### config.mk
export PLATFORM = sky130hd
export DESIGN_NAME = throttle_step_mode_controller
export DESIGN_NICKNAME = d
export VERILOG_FILES = /design/src/rtl/core/tsm_pkg.sv /design/src/rtl/core/tsm_cfg_regs.sv /design/src/rtl/core/tsm_step.sv /design/src/rtl/core/tsm_pipe.sv /design/src/rtl/core/throttle_step_mode_controller.sv
export SDC_FILE = /design/constraint.sdc
export NUM_CORES = 1
export LEC_CHECK = 0
export ABC_AREA = 1
export BUFFER_PORTS_ARGS = -buffer_cell sky130_fd_sc_hd__buf_2
export CAP_MARGIN = 10
export CORE_ASPECT_RATIO = 1.4
export CORE_MARGIN = 3
export CORE_UTILIZATION = 30
export DETAILED_ROUTE_END_ITERATION = 7
export GPL_TIMING_DRIVEN = 0
export SLEW_MARGIN = 0
export SYNTH_ARGS = -nofsm -noshare
export SYNTH_HDL_FRONTEND = slang
export SYNTH_SLANG_ARGS = --single-unit
### constraint.sdc
create_clock -name clk_i -period 8.6 [get_ports clk_i]
set_clock_uncertainty 0.05 [all_clocks]
set_input_delay 0.43 -clock clk_i [delete_from_list [all_inputs] [get_ports clk_i]]
set_output_delay 0.43 -clock clk_i [all_outputs]
set_load 0.05 [all_outputs]
### src/rtl/core/tsm_pkg.sv
// ----------------------------------------------------------------------------
// tsm_pkg
// Types, register map and mapping functions shared by the throttle step mode
// controller modules.
// ----------------------------------------------------------------------------
`default_nettype none

package tsm_pkg;

  localparam int unsigned CfgAddrW  = 5;
  localparam int unsigned CfgDataW  = 32;
  localparam logic [31:0] DlNever   = '1;

  // Reset values of the configuration registers
  localparam logic        RstBrakeEnable  = 1'b1;
  localparam logic [15:0] RstShortPressMs = 16'd500;
  localparam logic [15:0] RstLongPressMs  = 16'd1000;
  localparam logic [15:0] RstOdHoldMs     = 16'd5000;
  localparam logic [3:0]  RstPressesLow   = 4'd2;
  localparam logic [3:0]  RstPressesMed   = 4'd3;
  localparam logic [6:0]  RstLowPercent   = 7'd30;
  localparam logic [6:0]  RstMedPercent   = 7'd60;

  typedef enum logic [2:0] {
    MODE_BRAKE = 3'd0,
    MODE_NONE  = 3'd1,
    MODE_OFF   = 3'd2,
    MODE_LOW   = 3'd3,
    MODE_MED   = 3'd4,
    MODE_OVER  = 3'd5
  } mode_e;

  typedef enum logic [2:0] {
    REG_BRAKE_ENABLE   = 3'd0,
    REG_SHORT_PRESS_MS = 3'd1,
    REG_LONG_PRESS_MS  = 3'd2,
    REG_OD_HOLD_MS     = 3'd3,
    REG_PRESSES_LOW    = 3'd4,
    REG_PRESSES_MED    = 3'd5,
    REG_LOW_PERCENT    = 3'd6,
    REG_MED_PERCENT    = 3'd7
  } reg_idx_e;

  typedef struct packed {
    logic        brake_enable;
    logic [15:0] short_press_ms;
    logic [15:0] long_press_ms;
    logic [15:0] overdrive_hold_ms;
    logic [3:0]  presses_to_low;
    logic [3:0]  presses_to_med;
    logic [6:0]  low_percent;
    logic [6:0]  med_percent;
  } cfg_t;

  typedef struct packed {
    logic [31:0] now_ms;
    logic        button_press_edge;
    logic        button_release_edge;
    logic        brake_release_edge;
    logic        brake_press_edge;
  } in_item_t;

  typedef struct packed {
    logic [10:0]       pulse_us;
    logic [2:0]        mode_code;
    logic signed [7:0] throttle_percent;
    logic              write_strobe;
  } out_item_t;

  typedef struct packed {
    mode_e       mode_now;
    mode_e       mode_before;
    mode_e       mode_written;
    logic [31:0] short_dl;
    logic [31:0] long_dl;
    logic [31:0] expiry_dl;
    logic        expiry_active;
    logic [3:0]  release_count;
  } st_t;

  localparam st_t StRst = '{
    mode_now:      MODE_OFF,
    mode_before:   MODE_NONE,
    mode_written:  MODE_NONE,
    short_dl:      DlNever,
    long_dl:       DlNever,
    expiry_dl:     DlNever,
    expiry_active: 1'b0,
    release_count: 4'd0
  };

  function automatic mode_e next_mode(mode_e m);
    mode_e r;
    unique case (m)
      MODE_NONE: r = MODE_OFF;
      MODE_OFF:  r = MODE_LOW;
      MODE_LOW:  r = MODE_MED;
      MODE_MED:  r = MODE_OVER;
      default:   r = MODE_NONE;
    endcase
    return r;
  endfunction

  function automatic logic [7:0] pct_clip(logic [6:0] p);
    return (p > 7'd100) ? 8'd100 : {1'b0, p};
  endfunction

  function automatic logic signed [7:0] pct_of(mode_e m, cfg_t c);
    logic [7:0] r;
    unique case (m)
      MODE_BRAKE: r = 8'h9C;   // -100
      MODE_OFF:   r = 8'd0;
      MODE_LOW:   r = pct_clip(c.low_percent);
      MODE_MED:   r = pct_clip(c.med_percent);
      MODE_OVER:  r = 8'd100;
      default:    r = 8'hFF;   // -1
    endcase
    return $signed(r);
  endfunction

  // 1500+5*pct with brake mapping, else 1000+10*pct; both floored at 990
  function automatic logic [10:0] pulse_of(logic en, logic signed [7:0] pct);
    logic signed [12:0] px;
    logic signed [12:0] r;
    px = {{5{pct[7]}}, pct};
    if (en) begin
      r = 13'sd1500 + px * 13'sd5;
    end else begin
      r = 13'sd1000 + px * 13'sd10;
    end
    if (r < 13'sd990) begin
      r = 13'sd990;
    end
    return r[10:0];
  endfunction

endpackage

`default_nettype wire

### src/rtl/core/tsm_cfg_regs.sv
// ----------------------------------------------------------------------------
// tsm_cfg_regs
// APB-style configuration register file of the throttle step mode controller.
// ----------------------------------------------------------------------------
`default_nettype none

module tsm_cfg_regs (
  input  wire logic                          clk_i,
  input  wire logic                          rst_ni,
  input  wire logic                          psel,
  input  wire logic                          penable,
  input  wire logic                          pwrite,
  input  wire logic [tsm_pkg::CfgAddrW-1:0]  paddr,
  input  wire logic [tsm_pkg::CfgDataW-1:0]  pwdata,
  output logic      [tsm_pkg::CfgDataW-1:0]  prdata,
  output logic                               pready,
  output tsm_pkg::cfg_t                      cfg_o
);
  import tsm_pkg::*;

  cfg_t     cfg_q;
  reg_idx_e idx;
  logic     wr_en;

  assign idx    = reg_idx_e'(paddr[CfgAddrW-1:2]);
  assign pready = 1'b1;
  assign wr_en  = psel && penable && pwrite;
  assign cfg_o  = cfg_q;

  always_ff @(posedge clk_i or negedge rst_ni) begin
    if (!rst_ni) begin
      cfg_q.brake_enable      <= RstBrakeEnable;
      cfg_q.short_press_ms    <= RstShortPressMs;
      cfg_q.long_press_ms     <= RstLongPressMs;
      cfg_q.overdrive_hold_ms <= RstOdHoldMs;
      cfg_q.presses_to_low    <= RstPressesLow;
      cfg_q.presses_to_med    <= RstPressesMed;
      cfg_q.low_percent       <= RstLowPercent;
      cfg_q.med_percent       <= RstMedPercent;
    end else if (wr_en) begin
      unique case (idx)
        REG_BRAKE_ENABLE:   cfg_q.brake_enable      <= pwdata[0];
        REG_SHORT_PRESS_MS: cfg_q.short_press_ms    <= pwdata[15:0];
        REG_LONG_PRESS_MS:  cfg_q.long_press_ms     <= pwdata[15:0];
        REG_OD_HOLD_MS:     cfg_q.overdrive_hold_ms <= pwdata[15:0];
        REG_PRESSES_LOW:    cfg_q.presses_to_low    <= pwdata[3:0];
        REG_PRESSES_MED:    cfg_q.presses_to_med    <= pwdata[3:0];
        REG_LOW_PERCENT:    cfg_q.low_percent       <= pwdata[6:0];
        REG_MED_PERCENT:    cfg_q.med_percent       <= pwdata[6:0];
        default: ;
      endcase
    end
  end

  always_comb begin
    prdata = '0;
    unique case (idx)
      REG_BRAKE_ENABLE:   prdata = {31'd0, cfg_q.brake_enable};
      REG_SHORT_PRESS_MS: prdata = {16'd0, cfg_q.short_press_ms};
      REG_LONG_PRESS_MS:  prdata = {16'd0, cfg_q.long_press_ms};
      REG_OD_HOLD_MS:     prdata = {16'd0, cfg_q.overdrive_hold_ms};
      REG_PRESSES_LOW:    prdata = {28'd0, cfg_q.presses_to_low};
      REG_PRESSES_MED:    prdata = {28'd0, cfg_q.presses_to_med};
      REG_LOW_PERCENT:    prdata = {25'd0, cfg_q.low_percent};
      REG_MED_PERCENT:    prdata = {25'd0, cfg_q.med_percent};
      default:            prdata = '0;
    endcase
  end

endmodule

`default_nettype wire

### src/rtl/core/tsm_step.sv
// ----------------------------------------------------------------------------
// tsm_step
// Next-state and result logic for one poll tick: release count, brake
// handling, overdrive expiry window or standard press handling.
// ----------------------------------------------------------------------------
`default_nettype none

module tsm_step (
  input  wire tsm_pkg::cfg_t      cfg_i,
  input  wire tsm_pkg::st_t       st_i,
  input  wire tsm_pkg::in_item_t  item_i,
  output tsm_pkg::st_t            st_o,
  output tsm_pkg::out_item_t      res_o
);
  import tsm_pkg::*;

  st_t               s;
  logic              strobe;
  logic              handled;
  logic [31:0]       now;
  logic              pressed;
  logic              released;
  logic signed [7:0] pct;

  assign now      = item_i.now_ms;
  assign pressed  = item_i.button_press_edge;
  assign released = item_i.button_release_edge;

  always_comb begin
    s       = st_i;
    strobe  = 1'b0;
    handled = 1'b0;

    if (released && s.release_count != 4'd15) begin
      s.release_count = s.release_count + 4'd1;
    end

    // brake sensor
    if (cfg_i.brake_enable) begin
      if (item_i.brake_release_edge) begin
        s.short_dl = DlNever;
        s.long_dl  = DlNever;
        if (s.mode_now == MODE_OVER) begin
          s.expiry_dl     = now + {16'd0, cfg_i.overdrive_hold_ms};
          s.expiry_active = 1'b1;
          s.release_count = 4'd0;
        end
        s.mode_before = s.mode_now;
        s.mode_now    = MODE_BRAKE;
        if (s.mode_written != s.mode_now) begin
          s.mode_written = s.mode_now;
          strobe         = 1'b1;
        end
      end
      if (item_i.brake_press_edge) begin
        s.mode_now    = s.mode_before;
        s.mode_before = MODE_NONE;
        if (s.mode_written != s.mode_now) begin
          s.mode_written = s.mode_now;
          strobe         = 1'b1;
        end
      end
      if (s.mode_now == MODE_BRAKE) begin
        if (s.mode_written != s.mode_now) begin
          s.mode_written = s.mode_now;
          strobe         = 1'b1;
        end
        handled = 1'b1;
      end
    end

    if (!handled) begin
      if (s.expiry_active) begin
        // expiry window: no output write this tick
        if (now > s.expiry_dl || s.release_count >= cfg_i.presses_to_med) begin
          if (s.release_count == 4'd0) begin
            s.mode_now = s.mode_before;
          end else if (s.release_count == cfg_i.presses_to_low) begin
            s.mode_now = MODE_LOW;
          end else if (s.release_count == cfg_i.presses_to_med) begin
            s.mode_now = MODE_MED;
          end else begin
            s.mode_now = MODE_OFF;
          end
          s.mode_before   = released ? s.mode_now : MODE_NONE;
          s.expiry_dl     = DlNever;
          s.expiry_active = 1'b0;
          s.release_count = 4'd0;
        end
      end else begin
        if (pressed) begin
          s.short_dl = now + {16'd0, cfg_i.short_press_ms};
          s.long_dl  = now + {16'd0, cfg_i.long_press_ms};
        end
        if (released) begin
          if (s.mode_before == MODE_NONE) begin
            s.mode_now = MODE_OFF;
          end
          if (s.mode_now == MODE_OVER) begin
            s.expiry_dl     = now + {16'd0, cfg_i.overdrive_hold_ms};
            s.expiry_active = 1'b1;
            s.release_count = 4'd0;
          end else begin
            s.mode_before = MODE_NONE;
          end
          s.short_dl = DlNever;
          s.long_dl  = DlNever;
        end
        if (s.mode_before == MODE_NONE && now > s.short_dl) begin
          s.mode_before = s.mode_now;
          s.mode_now    = next_mode(s.mode_now);
          if (s.mode_now == MODE_OVER) begin
            s.mode_now = MODE_MED;
          end
        end
        if (s.mode_now != MODE_OVER && now > s.long_dl) begin
          s.mode_now = MODE_OVER;
        end
        if (s.mode_written != s.mode_now) begin
          s.mode_written = s.mode_now;
          strobe         = 1'b1;
        end
      end
    end
  end

  assign pct  = pct_of(s.mode_now, cfg_i);
  assign st_o = s;

  always_comb begin
    res_o.pulse_us         = pulse_of(cfg_i.brake_enable, pct);
    res_o.mode_code        = s.mode_now;
    res_o.throttle_percent = pct;
    res_o.write_strobe     = strobe;
  end

endmodule

`default_nettype wire

### src/rtl/core/tsm_pipe.sv
// ----------------------------------------------------------------------------
// tsm_pipe
// Input register, controller state and result register around the tick logic.
// ----------------------------------------------------------------------------
`default_nettype none

module tsm_pipe (
  input  wire logic               clk_i,
  input  wire logic               rst_ni,
  input  wire tsm_pkg::cfg_t      cfg_i,
  input  wire logic               in_valid_i,
  output logic                    in_stall_o,
  input  wire tsm_pkg::in_item_t  in_data_i,
  output logic                    out_valid_o,
  input  wire logic               out_stall_i,
  output tsm_pkg::out_item_t      out_data_o
);
  import tsm_pkg::*;

  logic      in_valid_q;
  in_item_t  in_q;
  st_t       st_q;
  st_t       st_d;
  logic      out_valid_q;
  out_item_t out_q;
  out_item_t res_d;
  logic      out_free;
  logic      advance;
  logic      accept;

  assign out_free   = !out_valid_q || !out_stall_i;
  assign advance    = in_valid_q && out_free;
  assign in_stall_o = in_valid_q && !out_free;
  assign accept     = in_valid_i && !in_stall_o;

  tsm_step u_step (
    .cfg_i  (cfg_i),
    .st_i   (st_q),
    .item_i (in_q),
    .st_o   (st_d),
    .res_o  (res_d)
  );

  always_ff @(posedge clk_i or negedge rst_ni) begin
    if (!rst_ni) begin
      in_valid_q  <= 1'b0;
      out_valid_q <= 1'b0;
      st_q        <= StRst;
    end else begin
      if (accept) begin
        in_valid_q <= 1'b1;
      end else if (advance) begin
        in_valid_q <= 1'b0;
      end
      if (advance) begin
        out_valid_q <= 1'b1;
        st_q        <= st_d;
      end else if (!out_stall_i) begin
        out_valid_q <= 1'b0;
      end
    end
  end

  always_ff @(posedge clk_i) begin
    if (accept) begin
      in_q <= in_data_i;
    end
    if (advance) begin
      out_q <= res_d;
    end
  end

  assign out_valid_o = out_valid_q;
  assign out_data_o  = out_q;

  a_adv_loads_result: assert property (@(posedge clk_i) disable iff (!rst_ni)
    advance |=> out_valid_q && out_q.mode_code == st_q.mode_now)
    else $error("result register not loaded with the new mode");

  a_drain: assert property (@(posedge clk_i) disable iff (!rst_ni)
    !in_valid_q && out_valid_q && !out_stall_i |=> !out_valid_q)
    else $error("taken item repeated");

  a_expiry_idle: assert property (@(posedge clk_i) disable iff (!rst_ni)
    !st_q.expiry_active |-> st_q.expiry_dl == DlNever)
    else $error("expiry deadline armed outside the window");

  a_written_strobe: assert property (@(posedge clk_i) disable iff (!rst_ni)
    !$stable(st_q.mode_written) |-> $past(advance) && out_q.write_strobe)
    else $error("written mode changed without a strobe");

endmodule

`default_nettype wire

### src/rtl/core/throttle_step_mode_controller.sv
// ----------------------------------------------------------------------------
// throttle_step_mode_controller
// Button driven throttle mode controller: off/low/med steps, overdrive on a
// long hold, expiry window, brake mode and servo pulse mapping.
// ----------------------------------------------------------------------------
// Each poll tick item gives exactly one result item. One item is taken every
// clock cycle unless a result held by out_stall_i blocks input. An accepted
// item is held in the input register, then its result in the result register,
// and the whole tick, including the state update, resolves combinationally
// between those two registers. A result waiting under out_stall_i stalls input
// only once the input register is also full. Configuration registers sit at
// byte addresses 4*i and may be written only while no item is in flight.
`default_nettype none

module throttle_step_mode_controller (
  input  wire logic                          clk_i,
  input  wire logic                          rst_ni,
  input  wire logic                          psel,
  input  wire logic                          penable,
  input  wire logic                          pwrite,
  input  wire logic [tsm_pkg::CfgAddrW-1:0]  paddr,
  input  wire logic [tsm_pkg::CfgDataW-1:0]  pwdata,
  output logic      [tsm_pkg::CfgDataW-1:0]  prdata,
  output logic                               pready,
  input  wire logic                          in_valid_i,
  output logic                               in_stall_o,
  input  wire tsm_pkg::in_item_t             in_data_i,
  output logic                               out_valid_o,
  input  wire logic                          out_stall_i,
  output tsm_pkg::out_item_t                 out_data_o
);
  import tsm_pkg::*;

  cfg_t cfg;

  tsm_cfg_regs u_cfg (
    .clk_i   (clk_i),
    .rst_ni  (rst_ni),
    .psel    (psel),
    .penable (penable),
    .pwrite  (pwrite),
    .paddr   (paddr),
    .pwdata  (pwdata),
    .prdata  (prdata),
    .pready  (pready),
    .cfg_o   (cfg)
  );

  tsm_pipe u_pipe (
    .clk_i       (clk_i),
    .rst_ni      (rst_ni),
    .cfg_i       (cfg),
    .in_valid_i  (in_valid_i),
    .in_stall_o  (in_stall_o),
    .in_data_i   (in_data_i),
    .out_valid_o (out_valid_o),
    .out_stall_i (out_stall_i),
    .out_data_o  (out_data_o)
  );

endmodule

`default_nettype wire

### After elaboration in Yosys (flattened, before gate mapping)

Index checks and enable logic that the tools add are counted.

* output and inout bits: 58
* bits in registers: 242
* logic and storage cells: 165
* bits of input ports: 80

* reductions and logical operators: 28
* multiply operators: 2
* equal/unequal tests: 28
* order comparisons: 7
* multiplexer cells: 67
* add/sub/neg operators: 6

Operator list (count)
* 2-to-1 mux 110 bit: 4
* 2-to-1 mux 101 bit: 3
* one-hot mux 32 bit (8 select lines): 1
* 2-to-1 mux 37 bit: 4
* adder 32 x 16 -> 32 bit: 3
* greater-than comparator 32 bit: 3
* 2-to-1 mux 67 bit: 1
* 2-to-1 mux 64 bit: 1
* 2-to-1 mux 3 bit: 21
* 2-to-1 mux 6 bit: 8
* one-hot mux 8 bit (5 select lines): 1
* == test 3 bit (second input constant): 10
* multiplier 8 x 4 -> 12 bit (second input constant): 2
* == test 3 x 2 -> 1 bit (second input constant): 6
* 2-to-1 mux 9 bit: 2
* 2-to-1 mux 1 bit: 16
* AND reduction 2 bit: 8
* greater-than comparator 7 bit (second input constant): 2
* 2-to-1 mux 7 bit: 2
* adder 11 x 13 -> 13 bit (first input constant): 1
* adder 12 x 12 -> 13 bit (first input constant): 1
* less-than comparator 13 x 11 -> 1 bit (second input constant): 1
* 2-to-1 mux 13 bit: 1
* == test 3 x 1 -> 1 bit (second input constant): 4
* other kinds (16): 32

### Depth between registers and ports, before layout

* depth after elaboration: 49
* depth in mapped cells: 61
* mapped depth without buffers: 61

### By module

Synthesis repeated with hierarchy kept, for this count alone.

* cell total of the unflattened synthesis: 2820
* area, all modules: 20201.9 sq um

By module, submodules not included
* tsm_step: area each 10441.3 sq um, cells an instance 1863, sequential area each 0.0 sq um, instances 1
* tsm_pipe: area each 6316.1 sq um, cells an instance 547, sequential area each 4698.3 sq um, instances 1
* tsm_cfg_regs: area each 3444.6 sq um, cells an instance 410, sequential area each 1813.0 sq um, instances 1

### Worst setup path before layout

OpenSTA, ideal clock, no wires.

* path type: flip-flop to flip-flop
* start point: register u_pipe.in_q[5] (netlist name)
* end point: register u_pipe.out_q (netlist bit u_pipe.out_data_o[17]), data pin
* clock period less this slack: 7957 ps
* arrival: 7647 ps
* setup slack: 643 ps
* setup time: 260 ps
* cell stages (with the launch flop): 55
* data required time: 8290 ps
* path buffers: 0
* cell sequence: edfxtp_1 inv_1 fa_1 nand3b_1 nand2_1 a21oi_1 o21ai_1 a21boi_0 o21ai_1 a21boi_0 o21ai_1 nand2_1 nor2_1 nand2_1 xor2_1 nand2_1 o21a_1 inv_1 [... 19 more ...] inv_1 fa_1 inv_1 ha_1 nand2_1 nor2_1 a211oi_1 nor2_1 nor2_1 inv_1 a21oi_1 o21ai_0 a21oi_1 o21ai_0 o21ai_1 nand2_4 nand2_4 nor2_1

RTL lines
* start: declaration: RTL line tsm_pipe.sv:21 `in_item_t in_q;`
* start signal: assignment: RTL line tsm_pipe.sv:66 `in_q <= in_data_i;`
* end signal: assignment: RTL line tsm_pipe.sv:69 `out_q <= res_d;`
* end: declaration: RTL line tsm_pipe.sv:25 `out_item_t out_q;`

==> flow_metrics.env <==
export IMPL_path_clk_slew_ns=0.06
export IMPL_cpMostUsedCell="nand2_2"
export IMPL_r2r_slack_ns=0.03
export IMPL_ys_seq_area_share_pct=33.3
export IMPL_cap_violations=0
export IMPL_netlist_top_cells_count="nand2_1 (603), o21ai_0 (292), inv_1 (276), nor2_1 (216), a21oi_1 (196)"
export IMPL_drt_total_wl_um=73100
export IMPL_outcome="completed"
export IMPL_finalSetupViolCount=0
export IMPL_num_vias=19600
export IMPL_synth_area_top_cells="dfstp_2 (17%), nand2_1 (12%), ha_1 (11%)"
export IMPL_tns_ns=0
export IMPL_reg2reg_depth=55
export IMPL_clock_path_buffers=3
export IMPL_syn2layout_area_growth_pct=22.5
export IMPL_cts_sinks=242
export IMPL_crit_path_max_fanout=4
export IMPL_grt_start_max_net_pins=105
export IMPL_worstPathRequired_ns=8.86
export IMPL_dieHeight_um=308
export IMPL_worst_pin_slew_ns=1.21
export IMPL_synthFlopType="dfstp_2"
export IMPL_rsz0062_at_grt="true"
export IMPL_finalMaxSlewViolations=0
export IMPL_fill_cells=6837
export IMPL_synth_most_common_cell="nand2_1"
export IMPL_synth_area_per_cell_um2=7.40
export IMPL_multiInputGateArea_um2=12300
export IMPL_syn_inst=2647
export IMPL_ys_async_sr_fraction_pct=75.6
export IMPL_die_area_um2=68400
export IMPL_drtAntennaViolNets=0
export IMPL_viasPerCell=5.18
export IMPL_drive_above_1_share_pct=20.4
export IMPL_reg2reg_from="u_pipe.in_q[4]"
export IMPL_crit_slowest_cell="edfxtp_1"
export IMPL_cp_arrival_ns=8.84
export IMPL_regArea_um2=6510
export IMPL_dr_pass1_iters=6
export IMPL_ys_seq_elements=242
export IMPL_hpwl_um=54800
export IMPL_worstSetupPathType="reg2reg"
export IMPL_synthDistinctLibCells=60
export IMPL_start_util_pct=30.4
export IMPL_nNetsFinal=3180
export IMPL_grt_pass1_wl_um=111000
export IMPL_synth_top_area_share_pct=17.2
export IMPL_hp_class="in2reg"
export IMPL_timing_final_crit_share_pct=99.7
export IMPL_insertion_delay_ns=0.59
export IMPL_hold_viol=0
export IMPL_critPathCaptureType="flop"
export IMPL_cp_start_kind="flop"
export IMPL_worstHoldEndpoint="u_cfg.cfg_o[13]"
export IMPL_min_from="pwdata[6]"
export IMPL_cpPeakStageDelay_ns=0.40
export IMPL_row_count=110
export IMPL_port_buffers=101
export IMPL_antenna_found_initial=0
export IMPL_cts_root_buffer="clkbuf_16"
export IMPL_yosysTopAreaCell="dfstp_2"
export IMPL_relSlewSlack_pct=18.4
export IMPL_whs_path_depth=3
export IMPL_syn_area_um2=19600
export IMPL_grt_usage_pct=20.7
export IMPL_path_buf_inv=9
export IMPL_drt_iter0_drc=1470
export IMPL_globalplace_congestion=0.950
export IMPL_fmax_mhz=117
export IMPL_finalNonFillerCells=3776
export IMPL_ios=138
export IMPL_cts_max_level=1
export IMPL_yosysWarnings=0
export IMPL_period_minus_slack_ns=8.57
export IMPL_gr_total_overflow=0
export IMPL_critPathTopFamily="simple AND/OR/NAND/NOR gates"
export IMPL_cts_tree="yes"
export IMPL_drc=0
export IMPL_dp_cells=3605
export IMPL_diodes=0
export IMPL_core_um2=64400
export IMPL_timing_rr_end="u_pipe.out_data_o[17]"
export IMPL_synth_edff_count=59
export IMPL_grt_pass1_vias=19200
export IMPL_dieWidth_um=222
export IMPL_cts_buffers=30
export IMPL_avgRoutedWirePerCell_um=19.4
## how the worst max path moves through the flow
| stage | from | end | slack (ns) | depth (start not counted) |
|---|---|---|---|---|
| 2_1_floorplan | u_pipe.in_q[5] | u_pipe.out_data_o[17] | 0.64 | 54 |
| 3_3_place_gp | u_pipe.in_q[5] | u_pipe.out_data_o[20] | -1.84 | 54 |
| 3_5_place_dp | u_pipe.in_q[5] | u_pipe.out_data_o[13] | -1.90 | 54 |
| 6_report | u_pipe.in_q[4] | u_pipe.out_data_o[17] | 0.03 | 55 |
| 4_1_cts | u_pipe.in_q[4] | u_pipe.out_data_o[17] | -0.03 | 50 |
| 5_1_grt | u_pipe.in_q[4] | u_pipe.out_data_o[17] | -0.42 | 56 |
## area by class of cell
cell class	instances	area share [%]
Buffer	122	2.44
Clock buffer	34	3.28
Clock inverter	22	0.715
Inverter	287	4.50
Multi-Input combinational cell	2011	51.1
Sequential cell	242	27.1
Tap cell	840	4.38
Timing Repair Buffer	218	6.43
## tightest hold or removal path, stage by stage
cell     delay (ns)
buf_2          0.10
nand2_1        0.05
o21ai_0        0.06
## routing by layer
| metal | track usage (%) | vias up | part of all wire, % |
|---|---|---|---|
| met5 | 0 | - | 0 |
| met2 | 38.3 | 675 | 50 |
| li1 | - | 9442 | - |
| met3 | 2.23 | 201 | 5.2 |
| met1 | 23.4 | 9260 | 39 |
| met4 | 10.6 | 0 | 6.0 |
## kinds of logic (layout without fill, tap and decap cells)
group | after synthesis | count (layout) | synth area share [%]
simple gates | 1062 | 1063 | 23.0
buf+inv | 410 | 683 | 8.45
other cells | 2 | 17 | 0.0384
compound gates | 659 | 659 | 19.0
xor+xnor | 72 | 72 | 3.22
flops | 242 | 242 | 33.3
mux | 12 | 12 | 0.614
fa+ha+maj | 188 | 188 | 12.4
## what timing repair did
| action | CTS | global route |
|---|---|---|
| setup buffers | 43 | 32 |
| hold buffers | 40 | 0 |
| setup endpoints to repair | 11 | 11 |
| gates resized for setup | 108 | 106 |
| gates cloned | 1 | 0 |
| pin swaps | 37 | 64 |
| endpoints found under the hold margin | 82 | 0 |
## state kept, by name (all words and copies together) (netlist names)
| register | count |
|---|---|
| u_pipe.out_data_o | 23 |
| u_cfg.cfg_o | 71 |
| u_pipe.in_q | 36 |
| u_pipe.st_q | 110 |
| u_pipe.in_valid_q | 1 |
| u_pipe.out_valid_o | 1 |
## stage by stage
stage	hold WS, ns	setup slack [ns]	util (%)	cell area, µm²
floorplan	0.0844	0.643	-	19600
global placement	0.404	-1.84	32.9	21200
detailed placement	0.407	-1.90	33.0	21200
CTS	0.00297	-0.0251	36.2	23300
global route	0.00738	-0.423	37.2	24000
finish	0.0267	0.0255	37.2	24000
## layout by cell type, fill, tap and decap left out, drive strengths merged, types with 9 or more instances in the layout
master	n
o21ai	310
nor3	25
clkbuf	113
edfxtp	59
ha	179
dlygate4sd3	40
a21boi	10
o31ai	39
nand3	138
fa	9
a22o	10
nor2	227
xor2	48
o211ai	16
a21o	10
clkinv	16
a21oi	199
dfstp	128
dfrtp	55
conb	17
buf	221
o22ai	11
a22oi	14
nand4	29
inv	286
mux2i	12
xnor2	24
nand2	627
Power is not shown: default switching activity piles up to over one toggle a cycle in this logic, so the estimate is an artifact.
